===== config.mk =====
export PLATFORM = sky130hd
export DESIGN_NAME = sequenced_mailbox_slot_table
export DESIGN_NICKNAME = d
export VERILOG_FILES = /design/src/rtl/smst_pkg.sv /design/src/rtl/sequenced_mailbox_slot_table.sv
export SDC_FILE = /design/constraint.sdc
export NUM_CORES = 2
export LEC_CHECK = 0
export ABC_AREA = 0
export BUFFER_PORTS_ARGS = -buffer_cell sky130_fd_sc_hd__buf_2
export CORE_AREA = 2 2 676 678
export CTS_CLUSTER_DIAMETER = 40
export DETAILED_ROUTE_END_ITERATION = 8
export DIE_AREA = 0 0 678 680
export GPL_TIMING_DRIVEN = 0
export HOLD_SLACK_MARGIN = 0.05
export SYNTH_ARGS = -nofsm -noshare
export SYNTH_HDL_FRONTEND = slang
export SYNTH_SLANG_ARGS = --single-unit

===== constraint.sdc =====
create_clock -name clk -period 19.2 [get_ports clk]
set_clock_uncertainty 0.05 [all_clocks]
set_input_delay 1.92 -clock clk [delete_from_list [all_inputs] [get_ports clk]]
set_output_delay 1.92 -clock clk [all_outputs]
set_load 0.01 [all_outputs]

===== src/rtl/smst_pkg.sv =====
// ----------------------------------------------------------------------------
// smst_pkg: shared types and constants for the sequenced mailbox slot table
// Holds command and status codes and the default table depth.
// ----------------------------------------------------------------------------
package smst_pkg;

	localparam int unsigned DefSlots = 16;

	typedef enum logic [2:0] {
		CMD_ACCEPT    = 3'd0,
		CMD_RECONCILE = 3'd1,
		CMD_POLL_INST = 3'd2,
		CMD_POLL_SCHD = 3'd3,
		CMD_CONFIRM   = 3'd4
	} cmd_t;

	typedef enum logic [2:0] {
		ST_DONE    = 3'd0,
		ST_ALREADY = 3'd1,
		ST_GAP     = 3'd2,
		ST_FULL    = 3'd3,
		ST_INVALID = 3'd4,
		ST_NOTDONE = 3'd5
	} status_t;

endpackage


===== src/rtl/sequenced_mailbox_slot_table.sv =====
// ----------------------------------------------------------------------------
// sequenced_mailbox_slot_table: slot table of messages with an in-order cursor
// Stores messages in a synchronous memory and scans it once per request.
// ----------------------------------------------------------------------------
//  channel  | handshake            | fields
//  request  | start / busy         | command, sequence_number, message_type,
//           |                      | release_epoch, text_valid, msg_colour,
//           |                      | now_epoch, sink_accepts
//  result   | done (one cycle)     | status, issued, issued_*, accepted_cursor,
//           |                      | num_instant, num_scheduled,
//           |                      | earliest_epoch, due_pending
//
// Every request runs through the scan (one read issued per slot, the read
// data registered on the port, a step to close the scan), a decide step
// with write-back and an output step that raises done. busy is already low
// while done is high, so the next request can be taken at the edge that ends
// done; a new request is not taken while the last one is still in flight.
// Reset clears the used bits, the cursor, the in-flight mark and the summary;
// the slot payload memory is not cleared. The receiver cannot stall: done is
// a one-cycle strobe, and busy stays high from acceptance until it.
// ----------------------------------------------------------------------------
module sequenced_mailbox_slot_table #(
	parameter int unsigned SLOTS = smst_pkg::DefSlots
) (
	input  logic        clk,
	input  logic        arst_n,
	input  logic        start,
	output logic        busy,
	output logic        done,
	input  logic [2:0]  command,
	input  logic [63:0] sequence_number,
	input  logic [1:0]  message_type,
	input  logic signed [63:0] release_epoch,
	input  logic        text_valid,
	input  logic [15:0] msg_colour,
	input  logic signed [63:0] now_epoch,
	input  logic        sink_accepts,
	output logic [2:0]  status,
	output logic        issued,
	output logic [63:0] issued_sequence,
	output logic [7:0]  issued_slot,
	output logic [15:0] issued_color,
	output logic [63:0] accepted_cursor,
	output logic [7:0]  num_instant,
	output logic [7:0]  num_scheduled,
	output logic [62:0] earliest_epoch,
	output logic        due_pending
);

	localparam int unsigned IW = (SLOTS > 1) ? $clog2(SLOTS) : 1;
	localparam int unsigned CW = $clog2(SLOTS + 1);

	typedef enum logic [1:0] {S_IDLE, S_SCAN, S_DECIDE, S_OUT} state_t;

	state_t state_q;
	logic [CW-1:0] idx_q;     // address being issued
	logic          rvld_s1;   // read data valid this cycle
	logic [IW-1:0] ridx_s1;   // address of the data on the read port

	// slot memory: sequence, kind, epoch, colour in one word
	logic [143:0] slot_mem [SLOTS];
	logic [143:0] rd_word_q;
	logic [63:0] rd_seq;
	logic        rd_kind;
	logic [62:0] rd_ep;
	logic [15:0] rd_col;
	logic        we;
	logic [IW-1:0] waddr;
	logic [SLOTS-1:0] used_q;

	// latched request
	logic [2:0]  cmd_q;
	logic [63:0] seq_q;
	logic [1:0]  type_q;
	logic [63:0] trig_q;
	logic        text_q;
	logic [15:0] col_q;
	logic signed [63:0] now_q;
	logic        sink_q;

	// architectural state
	logic [63:0] cursor_q, inflight_q;
	logic [7:0]  ni_q, ns_q;
	logic [62:0] min_q;

	// scan accumulators
	logic          free_f_q;  logic [IW-1:0] free_i_q;
	logic          blk_q;
	logic          hit_f_q;   logic [IW-1:0] hit_i_q;
	logic          ins_f_q;   logic [IW-1:0] ins_i_q; logic [63:0] ins_seq_q;
	logic [15:0]   ins_col_q;
	logic          due_f_q;   logic [IW-1:0] due_i_q; logic [63:0] due_seq_q;
	logic [62:0]   due_ep_q;  logic [15:0] due_col_q;
	// rebuild with the confirmed slot taken out
	logic [7:0]    rni_q, rns_q; logic [62:0] rmin_q;
	// due status against the state after the step (confirm removes one slot)
	logic          dall_q;    // any due among all used
	logic          dexc_q;    // any due excluding the confirm hit

	assign busy = (state_q != S_IDLE);

	always_ff @(posedge clk) begin
		if (we) begin
			slot_mem[waddr] <= {seq_q, type_q[0],
				(type_q[0] ? trig_q[62:0] : 63'd0), col_q};
		end
		rd_word_q <= slot_mem[idx_q[IW-1:0]];
	end

	assign {rd_seq, rd_kind, rd_ep, rd_col} = rd_word_q;

	// per-entry view of the read data
	logic e_used, e_inst, e_schd, e_due, e_hit;
	assign e_used = rvld_s1 && used_q[ridx_s1];
	assign e_inst = e_used && !rd_kind;
	assign e_schd = e_used && rd_kind;
	assign e_due  = e_schd && ($signed({1'b0, rd_ep}) <= now_q);
	assign e_hit  = e_used && (rd_seq == seq_q) && !hit_f_q;

	// decide
	logic acc_ok, valid_in;
	logic [63:0] cur_p1;
	assign cur_p1   = cursor_q + 64'd1;
	assign valid_in = (seq_q != 64'd0) && !type_q[1] && text_q &&
		!(type_q[0] && ($signed(trig_q) <= 64'sd0));
	assign acc_ok = (cmd_q == smst_pkg::CMD_ACCEPT) && valid_in &&
		(seq_q > cursor_q) && (seq_q == cur_p1) && free_f_q;

	always_comb begin
		we    = (state_q == S_DECIDE) && acc_ok;
		waddr = free_i_q;
	end

	always_ff @(posedge clk or negedge arst_n) begin
		if (!arst_n) begin
			state_q    <= S_IDLE;
			idx_q      <= '0;
			rvld_s1    <= 1'b0;
			ridx_s1    <= '0;
			used_q     <= '0;
			cursor_q   <= '0;
			inflight_q <= '0;
			ni_q       <= '0;
			ns_q       <= '0;
			min_q      <= '0;
			done       <= 1'b0;
		end else begin
			done    <= 1'b0;
			rvld_s1 <= 1'b0;
			case (state_q)
				S_IDLE: begin
					if (start) begin
						cmd_q  <= command;
						seq_q  <= sequence_number;
						type_q <= message_type;
						trig_q <= release_epoch;
						text_q <= text_valid;
						col_q  <= msg_colour;
						now_q  <= now_epoch;
						sink_q <= sink_accepts;
						idx_q  <= '0;
						free_f_q <= 1'b0; blk_q <= 1'b0; hit_f_q <= 1'b0;
						ins_f_q <= 1'b0; due_f_q <= 1'b0;
						rni_q <= '0; rns_q <= '0; rmin_q <= '0;
						dall_q <= 1'b0; dexc_q <= 1'b0;
						state_q <= S_SCAN;
					end
				end
				S_SCAN: begin
					// issue reads; accumulate the one returning
					if (idx_q < CW'(SLOTS)) begin
						rvld_s1 <= 1'b1;
						ridx_s1 <= idx_q[IW-1:0];
						idx_q   <= idx_q + CW'(1);
					end
					if (rvld_s1) begin
						if (!used_q[ridx_s1] && !free_f_q) begin
							free_f_q <= 1'b1; free_i_q <= ridx_s1;
						end
						if (e_used && rd_seq > cursor_q) blk_q <= 1'b1;
						if (e_hit) begin
							hit_f_q <= 1'b1; hit_i_q <= ridx_s1;
						end
						if (e_inst && (!ins_f_q || rd_seq < ins_seq_q)) begin
							ins_f_q <= 1'b1; ins_i_q <= ridx_s1;
							ins_seq_q <= rd_seq; ins_col_q <= rd_col;
						end
						if (e_due && (!due_f_q || rd_ep < due_ep_q ||
								(rd_ep == due_ep_q && rd_seq < due_seq_q))) begin
							due_f_q <= 1'b1; due_i_q <= ridx_s1;
							due_seq_q <= rd_seq; due_ep_q <= rd_ep; due_col_q <= rd_col;
						end
						if (e_due) dall_q <= 1'b1;
						if (e_due && !e_hit) dexc_q <= 1'b1;
						// rebuild leaves out the first match of the confirm
						if (!e_hit) begin
							if (e_inst) rni_q <= rni_q + 8'd1;
							if (e_schd) begin
								rns_q <= rns_q + 8'd1;
								if (rmin_q == 63'd0 || rd_ep < rmin_q) rmin_q <= rd_ep;
							end
						end
					end
					if (idx_q == CW'(SLOTS) && !rvld_s1) state_q <= S_DECIDE;
				end
				S_DECIDE: begin
					state_q <= S_OUT;
					issued <= 1'b0; issued_sequence <= '0; issued_slot <= '0;
					issued_color <= '0;
					status <= smst_pkg::ST_NOTDONE;
					due_pending <= (ns_q != 8'd0) && (min_q != 63'd0) &&
						($signed({1'b0, min_q}) <= now_q) && dall_q;
					case (cmd_q)
						smst_pkg::CMD_ACCEPT: begin
							if (!valid_in) status <= smst_pkg::ST_INVALID;
							else if (seq_q <= cursor_q) status <= smst_pkg::ST_ALREADY;
							else if (seq_q != cur_p1) status <= smst_pkg::ST_GAP;
							else if (!free_f_q) status <= smst_pkg::ST_FULL;
							else begin
								status <= smst_pkg::ST_DONE;
								used_q[free_i_q] <= 1'b1;
								cursor_q <= seq_q;
								if (type_q[0]) begin
									ns_q <= ns_q + 8'd1;
									if (min_q == 63'd0 || trig_q[62:0] < min_q)
										min_q <= trig_q[62:0];
									// new message is due if its epoch has passed
									if ($signed(trig_q) <= now_q) due_pending <= 1'b1;
								end else begin
									ni_q <= ni_q + 8'd1;
								end
							end
						end
						smst_pkg::CMD_RECONCILE: begin
							if (seq_q == 64'd0 || seq_q <= cursor_q) begin
								status <= smst_pkg::ST_DONE;
							end else if (!blk_q) begin
								status <= smst_pkg::ST_DONE;
								cursor_q <= seq_q;
							end
						end
						smst_pkg::CMD_POLL_INST: begin
							if (inflight_q == 64'd0 && ni_q != 8'd0 && ins_f_q && sink_q) begin
								status <= smst_pkg::ST_DONE;
								inflight_q <= ins_seq_q;
								issued <= 1'b1; issued_sequence <= ins_seq_q;
								issued_slot <= 8'(ins_i_q); issued_color <= ins_col_q;
							end
						end
						smst_pkg::CMD_POLL_SCHD: begin
							if (inflight_q == 64'd0 && ns_q != 8'd0 && min_q != 63'd0 &&
									$signed({1'b0, min_q}) <= now_q && due_f_q && sink_q) begin
								status <= smst_pkg::ST_DONE;
								inflight_q <= due_seq_q;
								issued <= 1'b1; issued_sequence <= due_seq_q;
								issued_slot <= 8'(due_i_q); issued_color <= due_col_q;
							end
						end
						smst_pkg::CMD_CONFIRM: begin
							if (seq_q != 64'd0 && seq_q == inflight_q) begin
								inflight_q <= '0;
								if (hit_f_q) begin
									status <= smst_pkg::ST_DONE;
									used_q[hit_i_q] <= 1'b0;
									ni_q <= rni_q; ns_q <= rns_q; min_q <= rmin_q;
									due_pending <= (rns_q != 8'd0) && (rmin_q != 63'd0) &&
										($signed({1'b0, rmin_q}) <= now_q) && dexc_q;
								end
							end
						end
						default: ;
					endcase
				end
				S_OUT: begin
					done    <= 1'b1;
					state_q <= S_IDLE;
				end
				default: state_q <= S_IDLE;
			endcase
		end
	end

	assign accepted_cursor = cursor_q;
	assign num_instant     = ni_q;
	assign num_scheduled   = ns_q;
	assign earliest_epoch  = min_q;

`ifndef ASSERT_OFF
	a_done_one: assert property (@(posedge clk) disable iff (!arst_n)
		done |=> !done) else $error("done longer than one cycle");
	a_done_idle: assert property (@(posedge clk) disable iff (!arst_n)
		done |-> !busy) else $error("busy while the result is presented");
	a_issue_flight: assert property (@(posedge clk) disable iff (!arst_n)
		(done && issued) |-> inflight_q == issued_sequence)
		else $error("issued message not in flight");
	a_counts: assert property (@(posedge clk) disable iff (!arst_n)
		(32'(ni_q) + 32'(ns_q)) <= 32'($countones(used_q)))
		else $error("counts exceed used slots");
	a_min_zero: assert property (@(posedge clk) disable iff (!arst_n)
		(ns_q == 8'd0) |-> (min_q == 63'd0)) else $error("stale earliest epoch");
`endif

endmodule

=== After elaboration in Yosys (flattened, before gate mapping) ===
Memories as Yosys holds them, arrays and structs flattened. A register that Yosys moved wholly into a read port is not among the register bits.
Cells that the tools add are included.

* Flip-flop bits (word level): 869
* Memory bits (writable): 2304
* Input bits: 218
* Memories: 1

{| class="wikitable"
|+ Memories
! name !! depth !! bits a word !! rd ports !! clocked after memory_dff !! write ports !! line !! source
|-
| slot_mem || 16 || 144 || 1 || 1 || 1 || sequenced_mailbox_slot_table.sv:61 || <nowiki>logic [143:0] slot_mem [SLOTS];</nowiki>
|}

* $add $sub $neg: 6
* $lt $le $gt $ge: 19
* Equal/unequal tests: 41
* Muxes and demuxes: 130
* Bitwise logic cells: 3
* Reduce and logical (&&, ||, !) cells: 97

{| class="wikitable"
|+ Operator list
! operator !! count
|-
| $mux W63 || 14
|-
| $mux W64 || 11
|-
| $le A64 B64 Y1 || 5
|-
| $pmux W64 S2 || 2
|-
| $pmux W63 S2 || 2
|-
| $eq A64 B64 Y1 || 3
|-
| $pmux W64 S3 || 1
|-
| $lt A63 B63 Y1 || 3
|-
| $mux W8 || 21
|-
| $gt A64 B64 Y1 || 2
|-
| $logic_not A64 Y1 || 2
|-
| $lt A64 B64 Y1 || 2
|-
| $mux W16 || 8
|-
| $logic_not A63 Y1 || 2
|-
| $reduce_bool A63 Y1 || 2
|-
| $add A64 B1 Y64 const B || 1
|-
| $le A64 B1 Y1 const B || 1
|-
| $ne A64 B64 Y1 || 1
|-
| $pmux W16 S2 || 2
|-
| $pmux W8 S2 || 4
|-
| $reduce_bool A64 Y1 || 1
|-
| $eq A63 B63 Y1 || 1
|-
| $ne A2 B2 Y1 const B || 27
|-
| $reduce_and A5 Y1 || 8
|-
| other kinds (43) || 170
|}

=== Longest topological paths before layout ===
* Word-level depth: 11
* Mapped depth: 15
* Gate-level depth less buffers: 12

=== Worst setup path after synthesis ===
Ideal clock, no wire load.

* Path kind: register to register
* From: reg cursor_q[0], in the netlist accepted_cursor[0]
* To: mem slot_mem[0][0] (enable)
* Library setup time: 823 ps
* Arrival time: 13815 ps
* Data required time: 18327 ps
* Path slack: 4512 ps
* Stages on the path, launching flop included: 13
* Clock period less this slack: 14688 ps
* Cells stage by stage: dfrtp_1 > ha_1 > nand4_1 > nor4_2 > a21oi_1 > or4_1 > or4_1 > or4_1 > or4_4 > nor3_1 > clkbuf_1 > nand4_1 > nor3_1

* Cells in the longest elaborated chain, start to end: 7
* Elaborated cells on any way between the ends: 9
* Those cells by class: add/sub: 1; order compare: 1; eq/ne: 1; mux: 2; reduce/logical: 4

{| class="wikitable"
|+ RTL lines
! element !! line !! source
|-
| from (decl) || sequenced_mailbox_slot_table.sv:82 || <nowiki>logic [63:0] cursor_q, inflight_q;</nowiki>
|-
| from (signal assigned) || sequenced_mailbox_slot_table.sv:222 || <nowiki>cursor_q <= seq_q;</nowiki>
|-
| from (signal assigned) || sequenced_mailbox_slot_table.sv:239 || <nowiki>cursor_q <= seq_q;</nowiki>
|-
| $add A64 B1 Y64 / $gt A64 B64 Y1 (equally long branches) || sequenced_mailbox_slot_table.sv:123, sequenced_mailbox_slot_table.sv:127 ||
|-
| $eq A64 B64 Y1 / $logic_and A1 B1 Y1 (equally long branches) || sequenced_mailbox_slot_table.sv:127, sequenced_mailbox_slot_table.sv:126 ||
|-
| $logic_and A1 B1 Y1 * (2 in a row) || sequenced_mailbox_slot_table.sv:127 || <nowiki>(seq_q > cursor_q) && (seq_q == cur_p1) && free_f_q;</nowiki>
|-
| $logic_and A1 B1 Y1 * || sequenced_mailbox_slot_table.sv:130 || <nowiki>we = (state_q == S_DECIDE) && acc_ok;</nowiki>
|-
| $mux W1 * || sequenced_mailbox_slot_table.sv:103 || <nowiki>if (we) begin</nowiki>
|-
| $mux W1 * || sequenced_mailbox_slot_table.sv:105 || <nowiki>(type_q[0] ? trig_q[62:0] : 63'd0), col_q};</nowiki>
|-
| to (decl) || sequenced_mailbox_slot_table.sv:61 ||
|}

Mark *: on every way between the ends. The rest lies on a longest branch, timed or not.

=== Worst setup path in the final report ===
* From: reg cursor_q[0], in the netlist accepted_cursor[0]
* To: mem slot_mem[7][25] (enable)

Same word-level chain as after synthesis.

==> results.tsv <==
stage	metric	value	unit
outcome	status	finished with violations	
outcome	violations	max-capacitance violations, max-slew violations	
cells_and_area	layout-drive-gt1-share	23.2	%
power_and_ir_drop	p_sw	7850	uW
logic_synthesis	netlist_top_cells_count	2,933 x edfxtp_1, 725 x mux4_2, 709 x ha_1, 495 x inv_1, 265 x clkbuf_1	
timing	final_hold_viol_count	0	
global_route	grt_overflow_total	0	
route	drtPass1Iterations	8	
clock_tree	clockBufferDepth	4	
critical_path	cpMostUsedCell	buf_12	
global_route	grt_max_degree	100	
logic_synthesis	synth-main-ff-cell	edfxtp_1	
logic_synthesis	syn_avg_cell_area	17.1	sq um
logic_synthesis	yosysMostFrequentCell	edfxtp_1	
power_and_ir_drop	p_clk_share	33.1	%
die	die_h	680	um
logic_synthesis	ys_types	86	
clock_tree	cts_setup_buffers	0	
cells_and_area	nets	10500	
die	pin_count	456	
clock_tree	clk_latency	1000	ps
cells_and_area	finalInstanceArea	172000	sq um
logic_synthesis	synth.largest_area_cell	edfxtp_1	
critical_path	regToRegSetupSlack	9720	ps
route	finalWirelength	506000	um
die	start_util	31.9	%
timing	slew_headroom	-4.25	%
critical_path	critPathLaunchType	flop	
timing	slew_violations	22	
global_route	grt_pass1_wl	699000	um
timing	max_clock_freq	105	MHz
logic_synthesis	synthCells	8449	
clock_tree	cts_hold_buf	0	
die	die_w	678	um
route	viasPerCell	5.52	
clock_tree	cts_max_level	5	
power_and_ir_drop	seqPwrFrac	41.9	%
clock_tree	cts_made_buffers	405	
global_route	grt.total_usage	21.4	%
worst_hold_path	hold_end	due_col_q[6]	
worst_hold_path	min-delay-start	rd_word_q[6]	
logic_synthesis	synth_edf_count	2933	
worst_hold_path	hold_depth	0	
cells_and_area	synthToLayoutAreaGrowth	19.1	%
global_route	grt_pass1_vias	87800	
job	drv_cap	4	
cells_and_area	layout.cells.non_filler	15900	
timing	post-route-min-period	9480	ps
timing	layout_setup_ws	9720	ps
critical_path	crit_required	19780	ps
power_and_ir_drop	power_density	137	nW/um^2
clock_tree	clock-root-buffer	clkbuf_16	
critical_path	slowest_delay	1180	ps
route	vias	87900	
die	dieArea	461000	sq um
clock_tree	cts_tree	yes	
timing	rsz0062_at_grt	no	
placement	placed_area	158000	sq um
logic_synthesis	synth_top_area_share	60.8	%
critical_path	crit_chain	ha_1, nand4_1, nor4_1, and4_1, nor4bb_1, o22ai_1, a2111oi_0, buf_2, o2111ai_1, nor3_1, clkbuf_1, nand4_1, nor2_4, buf_12, buf_12, buf_12, buf_12, buf_12	
global_route	antenna_found_initial	83	
placement	hpwl	367000	um
power_and_ir_drop	p_int	15700	uW
logic_synthesis	synth.area.top_cells	edfxtp_1 61%, mux4_2 11%, ha_1 6.1%, dfrtp_1 4.1%, dfxtp_1 2.0%	
critical_path	worstSetupPathType	reg -> reg	
critical_path	slowest_stage	nor4_1	
clock_tree	clk_pin_slew_worst_paths	60	ps
logic_synthesis	async_flop_share	7.12	%
timing	tns	0	ps
placement	place_inst	15100	
die	core_area	454000	sq um
placement	numPortBuffers	450	
power_and_ir_drop	peakVddDrop	0.0821	mV
logic_synthesis	ys_warn_count	0	
route	drt_iter0_markers	10400	
power_and_ir_drop	p_comb_share	25.0	%
critical_path	cp_max_fo	20	
critical_path	cp-end-kind	flop	
die	row_count	248	
power_and_ir_drop	power	23600	uW
timing	finalSetupViolations	0	
timing	fin_crit_sh	49.4	%
route	wl_per_cell	31.8	um
critical_path	cp_data_arrival_time	10060	ps
placement	finalWeightedCongestion	0.957	
route	ant_nets	0	
logic_synthesis	netlist_area	145000	sq um
critical_path	ff2ff_path_depth	18	
power_and_ir_drop	netSwitchingFraction	33.3	%
clock_tree	cts_num_sinks	3313	
route	drc	0	
clock_tree	ctsResizeCount	0	
logic_synthesis	ys_ff_latch	3313	
worst_hold_path	hold_path.class	reg -> reg	
logic_synthesis	ys_seq_area_share	66.9	%
placement	post-place-ws	10090	ps
critical_path	reg2reg_to	slot_mem[7][25]	
power_and_ir_drop	power.leakage	0.0603	uW
timing	tightest_slew	1560	ps
critical_path	r2r-start	accepted_cursor[0]	
==> per-layer routing <==
layer  vias to the layer above  wire (um)  GRT usage (%)
met3                       962      43400           4.50
met4                        46      26200           10.0
met5                         -        309              0
li1                      36200          -              -
met1                     46400     198000           27.5
met2                      4287     238000           34.6
==> stage by stage <==
stage	hold WS (ps)	utilization (%)
finish	377	37.9
CTS	376	37.9
detailed placement	362	34.9
global route	389	37.9
global placement	356	34.0
floorplan	354	-
==> worst max path at each step <==
stage,endpoint,startpoint,cells past startpoint
6_report,slot_mem[7][25],accepted_cursor[0],18
5_1_grt,slot_mem[7][25],accepted_cursor[0],18
4_1_cts,slot_mem[7][25],accepted_cursor[0],18
3_5_place_dp,slot_mem[7][25],accepted_cursor[0],18
3_3_place_gp,slot_mem[3][24],accepted_cursor[0],12
2_1_floorplan,slot_mem[0][0],accepted_cursor[0],12
==> power groups by stage <==
| stage | registers (uW) | clock network (uW) | logic (uW) |
|---|---|---|---|
| 6_report | 9880 | 7820 | 5890 |
| 5_1_grt | 9890 | 8190 | 6380 |
| 4_1_cts | 9850 | 7920 | 5890 |
| 3_5_place_dp | 9990 | 0 | 5850 |
| 3_3_place_gp | 10000 | 0 | 5690 |
| 2_1_floorplan | 9260 | 0 | 3820 |
==> placed cells by master (no fill, tap or decap), types with 177 or more instances in the layout <==
cell | synthesis | layout
clkbuf_1 | 265 | 311
mux4_2 | 725 | 725
nand4_1 | 210 | 210
ha_1 | 709 | 709
nor3_1 | 211 | 207
a21o_1 | 190 | 190
a21oi_1 | 200 | 198
nor2_1 | 191 | 177
clkbuf_16 | 0 | 412
dfrtp_1 | 236 | 236
buf_2 | 12 | 464
inv_1 | 495 | 495
edfxtp_1 | 2933 | 2933
nand2_1 | 218 | 218
==> registers in the layout, indices dropped and copies added (netlist names), 8 cells and up <==
register / cells
due_seq_q: 64
rd_word_q: 144
seq_q: 64
num_scheduled: 8
rns_q: 8
earliest_epoch: 63
rni_q: 8
issued_sequence: 64
ins_seq_q: 64
accepted_cursor: 64
trig_q: 64
inflight_q: 64
slot_mem: 2304
used_q: 16
rmin_q: 63
due_ep_q: 63
ins_col_q: 16
now_q: 64
due_col_q: 16
num_instant: 8
col_q: 16
issued_color: 16
==> cell families (layout without fill, tap and decap cells) <==
family | after synthesis | after routing | share of synthesized area, %
flops | 3313 | 3313 | 66.9
simple gates | 1394 | 1394 | 5.21
compound gates | 999 | 999 | 4.85
mux | 993 | 993 | 13.4
buf+inv | 832 | 2257 | 2.26
fa+ha+maj | 709 | 709 | 6.13
xor+xnor | 208 | 208 | 1.26
other cells | 1 | 45 | 0.00259
==> critical path: cells and delay by family, from the launching register on <==
kind | cells | cell delay, ps
and+or+nand+nor | 7 | 4790
buffers and inverters | 7 | 2090
AOI/OAI and AO/OA | 3 | 1090
DFF | 1 | 650
adders and majority gates | 1 | 340
==> area by class of cell <==
cell class	instances	area [sq um]
antenna	41	103
buffer	337	1440
clock buffer	496	10800
clock inverter	260	3010
fill	41700	282000
inverter	495	1860
multi-input combinational	4307	44900
sequential	3313	96900
tap	6000	7510
timing repair buffer	669	5920
(Power assumes the default switching activity.)
